`config.mk`:
```
export PLATFORM = sky130hd
export DESIGN_NAME = lidar_frame_parse_brake_level_flat
export DESIGN_NICKNAME = d
export VERILOG_FILES = /design/src/sv/lfp_pkg.sv /design/src/sv/lfp_in_if.sv /design/src/sv/lfp_out_if.sv /design/src/sv/lfp_parser.sv /design/src/sv/lidar_frame_parse_brake_level.sv /design/src/flat_wrapper.sv
export SDC_FILE = /design/constraint.sdc
export NUM_CORES = 1
export LEC_CHECK = 0
export BUFFER_PORTS_ARGS = -buffer_cell sky130_fd_sc_hd__buf_2
export CAP_MARGIN = 10
export CORE_MARGIN = 1
export CORE_UTILIZATION = 55
export CTS_CLUSTER_SIZE = 14
export DETAILED_ROUTE_END_ITERATION = 6
export MAX_ROUTING_LAYER = met4
export PLACE_DENSITY = 0.74
export SYNTH_ARGS = -nofsm -noshare
export SYNTH_HDL_FRONTEND = slang
export SYNTH_HIERARCHICAL = 1
export SYNTH_SLANG_ARGS = --single-unit
```
`constraint.sdc`:
```
create_clock -name i_clk -period 8.2 [get_ports i_clk]
set_input_delay 0.82 -clock i_clk [delete_from_list [all_inputs] [get_ports i_clk]]
set_output_delay 0.82 -clock i_clk [all_outputs]
set_load 0.01 [all_outputs]
```
`src/sv/lfp_pkg.sv`:
```
// Shared types, constants and the brake level function for the lidar frame parser.
package lfp_pkg;

    // Field widths
    localparam int unsigned BYTE_W  = 8;
    localparam int unsigned DIST_W  = 16;
    localparam int unsigned LEVEL_W = 3;
    localparam int unsigned CFG_IDX_W  = 2;
    localparam int unsigned CFG_DATA_W = 16;

    // Frame header byte ('Y') and the sum of the two headers
    localparam logic [BYTE_W-1:0] HDR_BYTE = 8'h59;
    localparam logic [BYTE_W-1:0] HDR_SUM  = 8'(HDR_BYTE + HDR_BYTE);

    // Threshold reset values
    localparam logic [DIST_W-1:0] FAR_THR_RST    = 16'd200;
    localparam logic [DIST_W-1:0] CLOSE_THR_RST  = 16'd100;
    localparam logic [DIST_W-1:0] DANGER_THR_RST = 16'd60;

    // Configuration register indexes
    localparam logic [CFG_IDX_W-1:0] CFG_FAR    = 2'd0;
    localparam logic [CFG_IDX_W-1:0] CFG_CLOSE  = 2'd1;
    localparam logic [CFG_IDX_W-1:0] CFG_DANGER = 2'd2;

    // Brake level codes
    localparam logic [LEVEL_W-1:0] LVL_NONE   = 3'd0;
    localparam logic [LEVEL_W-1:0] LVL_FAR    = 3'd1;
    localparam logic [LEVEL_W-1:0] LVL_CLOSE  = 3'd2;
    localparam logic [LEVEL_W-1:0] LVL_VCLOSE = 3'd3;
    localparam logic [LEVEL_W-1:0] LVL_DANGER = 3'd4;

    typedef struct packed {
        logic [DIST_W-1:0] far_thr;
        logic [DIST_W-1:0] close_thr;
        logic [DIST_W-1:0] danger_thr;
    } t_thresh;

    typedef struct packed {
        logic [DIST_W-1:0]  distance_cm;
        logic [LEVEL_W-1:0] brake_level;
        logic               frame_good;
    } t_beat;

    typedef struct packed {
        logic  valid;
        t_beat beat;
    } t_result;

    // Strict priority chain: far, then close, then very close, else danger
    function automatic logic [LEVEL_W-1:0] level_of(input logic [DIST_W-1:0] d,
                                                     input t_thresh thr);
        logic [LEVEL_W-1:0] lvl;
        if (d > thr.far_thr) begin
            lvl = LVL_FAR;
        end else if (d > thr.close_thr) begin
            lvl = LVL_CLOSE;
        end else if (d > thr.danger_thr) begin
            lvl = LVL_VCLOSE;
        end else begin
            lvl = LVL_DANGER;
        end
        return lvl;
    endfunction

endpackage

```
`src/sv/lfp_in_if.sv`:
```
// Input byte channel: valid/ready with one received byte per beat.
interface lfp_in_if;
    logic                        valid;
    logic                        ready;
    logic [lfp_pkg::BYTE_W-1:0]  rx_byte;

    modport source (output valid, output rx_byte, input ready);
    modport sink   (input valid, input rx_byte, output ready);
endinterface

```
`src/sv/lfp_out_if.sv`:
```
// Result channel: valid/ready with distance, brake level and checksum flag.
interface lfp_out_if;
    logic                         valid;
    logic                         ready;
    logic [lfp_pkg::DIST_W-1:0]   distance_cm;
    logic [lfp_pkg::LEVEL_W-1:0]  brake_level;
    logic                         frame_good;

    modport source (output valid, output distance_cm, output brake_level,
                    output frame_good, input ready);
    modport sink   (input valid, input distance_cm, input brake_level,
                    input frame_good, output ready);
endinterface

```
`src/sv/lfp_parser.sv`:
```
// Frame sync state machine, checksum accumulation and brake level decision.
module lfp_parser (
    input  logic                        i_clk,
    input  logic                        i_rst_n,
    input  logic                        i_beat,
    input  logic [lfp_pkg::BYTE_W-1:0]  i_byte,
    input  lfp_pkg::t_thresh            i_thr,
    output lfp_pkg::t_result            o_res
);

    typedef enum logic [3:0] {
        PH_HUNT = 4'd0,
        PH_HDR2 = 4'd1,
        PH_DLO  = 4'd2,
        PH_DHI  = 4'd3,
        PH_SLO  = 4'd4,
        PH_SHI  = 4'd5,
        PH_RSV  = 4'd6,
        PH_QUAL = 4'd7,
        PH_CHK  = 4'd8
    } t_phase;

    t_phase                          r_phase, n_phase;
    logic [lfp_pkg::BYTE_W-1:0]      r_dlo, n_dlo;
    logic [lfp_pkg::BYTE_W-1:0]      r_dhi, n_dhi;
    logic [lfp_pkg::BYTE_W-1:0]      r_sum, n_sum;
    logic [lfp_pkg::LEVEL_W-1:0]     r_last_lvl, n_last_lvl;

    logic [lfp_pkg::DIST_W-1:0]      dist_cm;
    logic [lfp_pkg::LEVEL_W-1:0]     new_lvl;
    logic                            sum_ok;

    assign dist_cm = {r_dhi, r_dlo};
    assign new_lvl = lfp_pkg::level_of(dist_cm, i_thr);
    assign sum_ok  = (r_sum == i_byte);

    // Next state and result for the byte on this beat
    always_comb begin
        n_phase    = r_phase;
        n_dlo      = r_dlo;
        n_dhi      = r_dhi;
        n_sum      = r_sum;
        n_last_lvl = r_last_lvl;
        o_res.valid            = 1'b0;
        o_res.beat.distance_cm = dist_cm;
        o_res.beat.frame_good  = sum_ok;
        o_res.beat.brake_level = sum_ok ? new_lvl : r_last_lvl;
        if (i_beat) begin
            case (r_phase)
                PH_HDR2: begin
                    if (i_byte == lfp_pkg::HDR_BYTE) begin
                        n_sum   = lfp_pkg::HDR_SUM;
                        n_phase = PH_DLO;
                    end else begin
                        n_phase = PH_HUNT;
                    end
                end
                PH_DLO, PH_DHI, PH_SLO, PH_SHI, PH_RSV, PH_QUAL: begin
                    if (r_phase == PH_DLO) n_dlo = i_byte;
                    if (r_phase == PH_DHI) n_dhi = i_byte;
                    n_sum   = r_sum + i_byte;
                    n_phase = t_phase'(r_phase + 4'd1);
                end
                PH_CHK: begin
                    o_res.valid = 1'b1;
                    if (sum_ok) n_last_lvl = new_lvl;
                    n_phase = PH_HUNT;
                end
                default: begin
                    // hunting, also recovers from any stray phase code
                    n_phase = (i_byte == lfp_pkg::HDR_BYTE) ? PH_HDR2 : PH_HUNT;
                end
            endcase
        end
    end

    always_ff @(posedge i_clk) begin
        if (!i_rst_n) begin
            r_phase    <= PH_HUNT;
            r_dlo      <= '0;
            r_dhi      <= '0;
            r_sum      <= '0;
            r_last_lvl <= lfp_pkg::LVL_NONE;
        end else begin
            r_phase    <= n_phase;
            r_dlo      <= n_dlo;
            r_dhi      <= n_dhi;
            r_sum      <= n_sum;
            r_last_lvl <= n_last_lvl;
        end
    end

endmodule

```
`src/sv/lidar_frame_parse_brake_level.sv`:
```
// Top level: lidar frame parser with threshold registers and output skid stage.
//
// Usage:
//   i_in carries one received link byte per beat (valid/ready). The parser
//   hunts for two 0x59 header bytes, collects six data bytes and checks
//   the 8-bit additive checksum. On the checksum byte one result beat goes
//   out on o_out: distance_cm, frame_good and brake_level (1 far .. 4 danger;
//   on a bad checksum the last good level, 0 before any good frame).
//   The user writes thresholds via i_cfg_we / i_cfg_idx / i_cfg_data (0 far,
//   1 close, 2 danger; 3 ignored) only while the block is idle; not enforced.
// Timing:
//   One byte per cycle while i_in.ready is high. The result beat is registered
//   and held in the output register, or in the skid register if o_out stalls.
// Reset (synchronous, active low):
//   Sync returns to header hunt, last level to 0, thresholds to 200/100/60,
//   output and skid registers empty.
// Stall:
//   While o_out is stalled a second result lands in the skid register; only
//   when that is full does i_in.ready drop, until the output drains.
module lidar_frame_parse_brake_level (
    input  logic                            i_clk,
    input  logic                            i_rst_n,
    lfp_in_if.sink                          i_in,
    lfp_out_if.source                       o_out,
    input  logic                            i_cfg_we,
    input  logic [lfp_pkg::CFG_IDX_W-1:0]   i_cfg_idx,
    input  logic [lfp_pkg::CFG_DATA_W-1:0]  i_cfg_data
);

    lfp_pkg::t_thresh  r_thr;
    lfp_pkg::t_result  parse_res;
    lfp_pkg::t_beat    r_out, r_skid;
    logic              r_out_valid, r_skid_valid;
    logic              in_beat, out_beat;

    assign i_in.ready = !r_skid_valid;
    assign in_beat    = i_in.valid && i_in.ready;
    assign out_beat   = r_out_valid && o_out.ready;

    // Threshold registers
    always_ff @(posedge i_clk) begin
        if (!i_rst_n) begin
            r_thr.far_thr    <= lfp_pkg::FAR_THR_RST;
            r_thr.close_thr  <= lfp_pkg::CLOSE_THR_RST;
            r_thr.danger_thr <= lfp_pkg::DANGER_THR_RST;
        end else if (i_cfg_we) begin
            case (i_cfg_idx)
                lfp_pkg::CFG_FAR:    r_thr.far_thr    <= i_cfg_data;
                lfp_pkg::CFG_CLOSE:  r_thr.close_thr  <= i_cfg_data;
                lfp_pkg::CFG_DANGER: r_thr.danger_thr <= i_cfg_data;
                default: begin
                end
            endcase
        end
    end

    lfp_parser u_parser (
        .i_clk   (i_clk),
        .i_rst_n (i_rst_n),
        .i_beat  (in_beat),
        .i_byte  (i_in.rx_byte),
        .i_thr   (r_thr),
        .o_res   (parse_res)
    );

    // Output register with skid stage
    always_ff @(posedge i_clk) begin
        if (!i_rst_n) begin
            r_out_valid  <= 1'b0;
            r_skid_valid <= 1'b0;
        end else if (r_skid_valid) begin
            if (out_beat) begin
                r_out        <= r_skid;
                r_skid_valid <= 1'b0;
            end
        end else if (parse_res.valid) begin
            if (!r_out_valid || out_beat) begin
                r_out       <= parse_res.beat;
                r_out_valid <= 1'b1;
            end else begin
                r_skid       <= parse_res.beat;
                r_skid_valid <= 1'b1;
            end
        end else if (out_beat) begin
            r_out_valid <= 1'b0;
        end
    end

    assign o_out.valid       = r_out_valid;
    assign o_out.distance_cm = r_out.distance_cm;
    assign o_out.brake_level = r_out.brake_level;
    assign o_out.frame_good  = r_out.frame_good;

endmodule

```
`src/flat_wrapper.sv`:
```
// flat-port wrapper written by rule: the top's interface ports become plain ports
module lidar_frame_parse_brake_level_flat 
  (i_clk, i_rst_n, i_cfg_we, i_cfg_idx, i_cfg_data, i_in_valid, i_in_rx_byte, i_in_ready, o_out_valid, o_out_distance_cm, o_out_brake_level, o_out_frame_good, o_out_ready);
  lfp_in_if i_in_i ();
  lfp_out_if o_out_i ();
  input  logic i_clk;
  input  logic i_rst_n;
  input  logic i_cfg_we;
  input  logic [lfp_pkg::CFG_IDX_W-1:0] i_cfg_idx;
  input  logic [lfp_pkg::CFG_DATA_W-1:0] i_cfg_data;
  input wire logic [$bits(i_in_i.valid)-1:0] i_in_valid;
  input wire logic [$bits(i_in_i.rx_byte)-1:0] i_in_rx_byte;
  output wire logic [$bits(i_in_i.ready)-1:0] i_in_ready;
  output wire logic [$bits(o_out_i.valid)-1:0] o_out_valid;
  output wire logic [$bits(o_out_i.distance_cm)-1:0] o_out_distance_cm;
  output wire logic [$bits(o_out_i.brake_level)-1:0] o_out_brake_level;
  output wire logic [$bits(o_out_i.frame_good)-1:0] o_out_frame_good;
  input wire logic [$bits(o_out_i.ready)-1:0] o_out_ready;
  assign i_in_i.valid = i_in_valid;
  assign i_in_i.rx_byte = i_in_rx_byte;
  assign i_in_ready = i_in_i.ready;
  assign o_out_valid = o_out_i.valid;
  assign o_out_distance_cm = o_out_i.distance_cm;
  assign o_out_brake_level = o_out_i.brake_level;
  assign o_out_frame_good = o_out_i.frame_good;
  assign o_out_i.ready = o_out_ready;
  lidar_frame_parse_brake_level u_core (.i_clk(i_clk), .i_rst_n(i_rst_n), .i_in(i_in_i), .o_out(o_out_i), .i_cfg_we(i_cfg_we), .i_cfg_idx(i_cfg_idx), .i_cfg_data(i_cfg_data));
endmodule
```
==> flow_summary.ini <==
[cts]
cts_root_buf = clkbuf_8
clock_latency_ns = 0.52
holdBufCountCts = 0
cts_inserted_buffers = 17
cts_max_level = 4
cts_resized = 0
cts_tree = built
cts.sinks = 121
clk_path_buf_depth = 2
path_clk_slew_ns = 0.06
cts_setup_buffers = 0

[global_routing]
grt_usage = 0.2776
grt_pass1_wl_um = 23470
grt_max_degree = 81
antenna_found_initial = 0
grt_pass1_vias = 4726
overflow = 0

[finish]
n_antenna_cell = 0
multi_input_area_um2 = 2867
drive_above_1_share = 0.1703
areaGrowthSynthToFinish_pct = 14.70
nNetsFinal = 759
num-fill-cells = 843
final-seq-area_um2 = 2823

[timing]
setup_tns_ns = 0
layout_min_cycle_time_ns = 3.280
maxSlewHeadroom = 0.2291
fmax_ghz = 0.3049
hold_violations = 0
drv_slew = 0
final-setup-viol-count = 0
worstMarginPinSlew_ns = 1.156
fin_worst_skew_ns = 0.006736
min_period_over_period = 0.4000
rsz0062_at_grt = false

[synthesis]
synth_top_area_frac = 0.2676
synth_seq_cells = 121
synth_edf_count = 40
synthTopCellsByArea = dfxtp_1, edfxtp_1, ha_1, nand3_1, inv_1
syn-instance-count = 623
yosys-top-cells-count = dfxtp_1, inv_1, nand2_1
synth_area_um2 = 6060
synth_ff_type = dfxtp_1
syn_area_per_cell_um2 = 9.726
async_reset_ff_frac = 0
synth.distinct_cells = 59
yosys.area.top_type = dfxtp_1
synth_nets = 714
synth.most_common_cell = dfxtp_1
yosys_warnings = 6
ys_seq_area_frac = 0.4658

[floorplan]
std_cell_rows = 37
die_h_um = 107.0
die-area_um2 = 11440
start_util = 0.5766
ios = 53
die_w_um = 107.0
core-area_um2 = 10510

[drt]
firstDrtPassIters = 4
first_iter_violations = 362
wl_per_cell_um = 17.57
antenna_left = 0
dr_total_vias = 4797
wl_um = 14360
via_per_inst = 5.871
drc = 0

[power]
vdd_drop_max_v = 0.0001087
powerDensity_nw_per_um2 = 209.4
power.total_mw = 1.455
leakagePower_nw = 2.841

[placement]
port_buffers = 52
hpwl_um = 10070
place.gp.congestion = 0.9626

[setup_path]
r2r_cells = 4
setup.worst_path.start_class = flip-flop
critPathKind = reg2reg
critPathCaptureType = flip-flop
worst-endpoint-required_ns = 8.33
cp_data_arrival_time_ns = 3.41
crit_fanout = 25

[min_path]
hp-class = reg2reg
holdPathStages = 2

[flow_run]
cap_violations = 0

[status]
status = completed
[area by class of cell]
| class | instances | area share |
|---|---|---|
| multi-input combinational | 410 | 0.4124 |
| sequential | 121 | 0.4061 |
| clock buffer | 18 | 0.06157 |
| timing repair buffer | 54 | 0.03960 |
| inverter | 64 | 0.03456 |
| tap | 136 | 0.02448 |
| clock inverter | 14 | 0.02124 |
[layer usage]
layer / routed length (µm) / global-route usage / part of all wire
met1: 6346 / 0.3534 / 0.44
met2: 6958 / 0.4336 / 0.48
met3: 867 / 0.06626 / 0.060
met4: 183 / 0.09785 / 0.013
met5: 0 / - / 0
[report_power, final]
part / switching [mW] / internal, mW
clock network: 0.277 / 0.441
registers: 0.00903 / 0.628
logic: 0.0619 / 0.0381
[path summary, 6_finish.rpt]
kind         slack [ns]                           to                start
max                4.92  u_core/o_out.brake_level[2]  u_core/r_skid_valid
min                0.46             u_core/r_thr[45]     u_core/r_thr[45]
min reg2reg        0.46             u_core/r_thr[45]     u_core/r_thr[45]
max reg2reg        4.92  u_core/o_out.brake_level[2]  u_core/r_skid_valid
[kinds of logic after synthesis]
kind of cell,Yosys count,synth area share
simple gates,174,0.1408
compound gates,133,0.1313
flops,121,0.4658
buf+inv,92,0.06277
fa+ha+maj,60,0.1251
mux,38,0.06690
xor+xnor,5,0.007228
[placed cells by master, fill, tap and decap left out, types with 3 or more instances in the layout]
| cell type | instances |
|---|---|
| dfxtp_1 | 81 |
| edfxtp_1 | 40 |
| nand3_1 | 51 |
| mux2_2 | 20 |
| and3_1 | 3 |
| clkinvlp_4 | 4 |
| mux2i_1 | 18 |
| and2_1 | 4 |
| ha_1 | 59 |
| inv_1 | 64 |
| clkbuf_16 | 16 |
| nand2_1 | 64 |
| nor2_1 | 23 |
| a21oi_1 | 41 |
| nand4_1 | 7 |
| o21ai_2 | 3 |
| buf_2 | 52 |
| o21a_1 | 3 |
| nor2b_1 | 3 |
| inv_6 | 3 |
| a21o_1 | 3 |
| a22oi_1 | 3 |
| xnor2_1 | 3 |
| o21ai_1 | 8 |
| o21ai_0 | 44 |
[sequential cells by signal, summed over array words and instances, names as in the netlist]
| name | count |
|---|---|
| u_core/r_skid_valid | 1 |
| u_core/r_thr | 48 |
| u_core/o_out.frame_good | 1 |
| u_core/u_parser/r_phase | 4 |
| u_core/r_skid | 20 |
| u_core/o_out.distance_cm | 16 |
| u_core/u_parser/r_dlo | 8 |
| u_core/u_parser/r_sum | 8 |
| u_core/u_parser/r_dhi | 8 |
| u_core/o_out.brake_level | 3 |
| u_core/u_parser/r_last_lvl | 3 |
| u_core/o_out.valid | 1 |
[worst max-delay path: stages (launching register included)]
cell	delay (ns)
dfxtp_1	0.67
nor2b_1	0.70
and4b_1	0.43
nand2_1	0.15
a21oi_2	0.93
[metrics by stage]
step | hold WS (ns) | util | setup slack (ns) | instances | instance area, µm²
2_1_floorplan | 0.4262 | - | 4.220 | 623 | 6060
3_3_place_gp | 0.4484 | 0.6066 | 4.938 | 785 | 6375
3_5_place_dp | 0.4530 | 0.6066 | 4.884 | 785 | 6375
4_1_cts | 0.4605 | 0.6614 | 4.942 | 817 | 6950
5_1_grt | 0.4890 | 0.6614 | 4.685 | 817 | 6950
6_report | 0.4587 | 0.6614 | 4.920 | 817 | 6950
(Power assumes the default switching activity.)
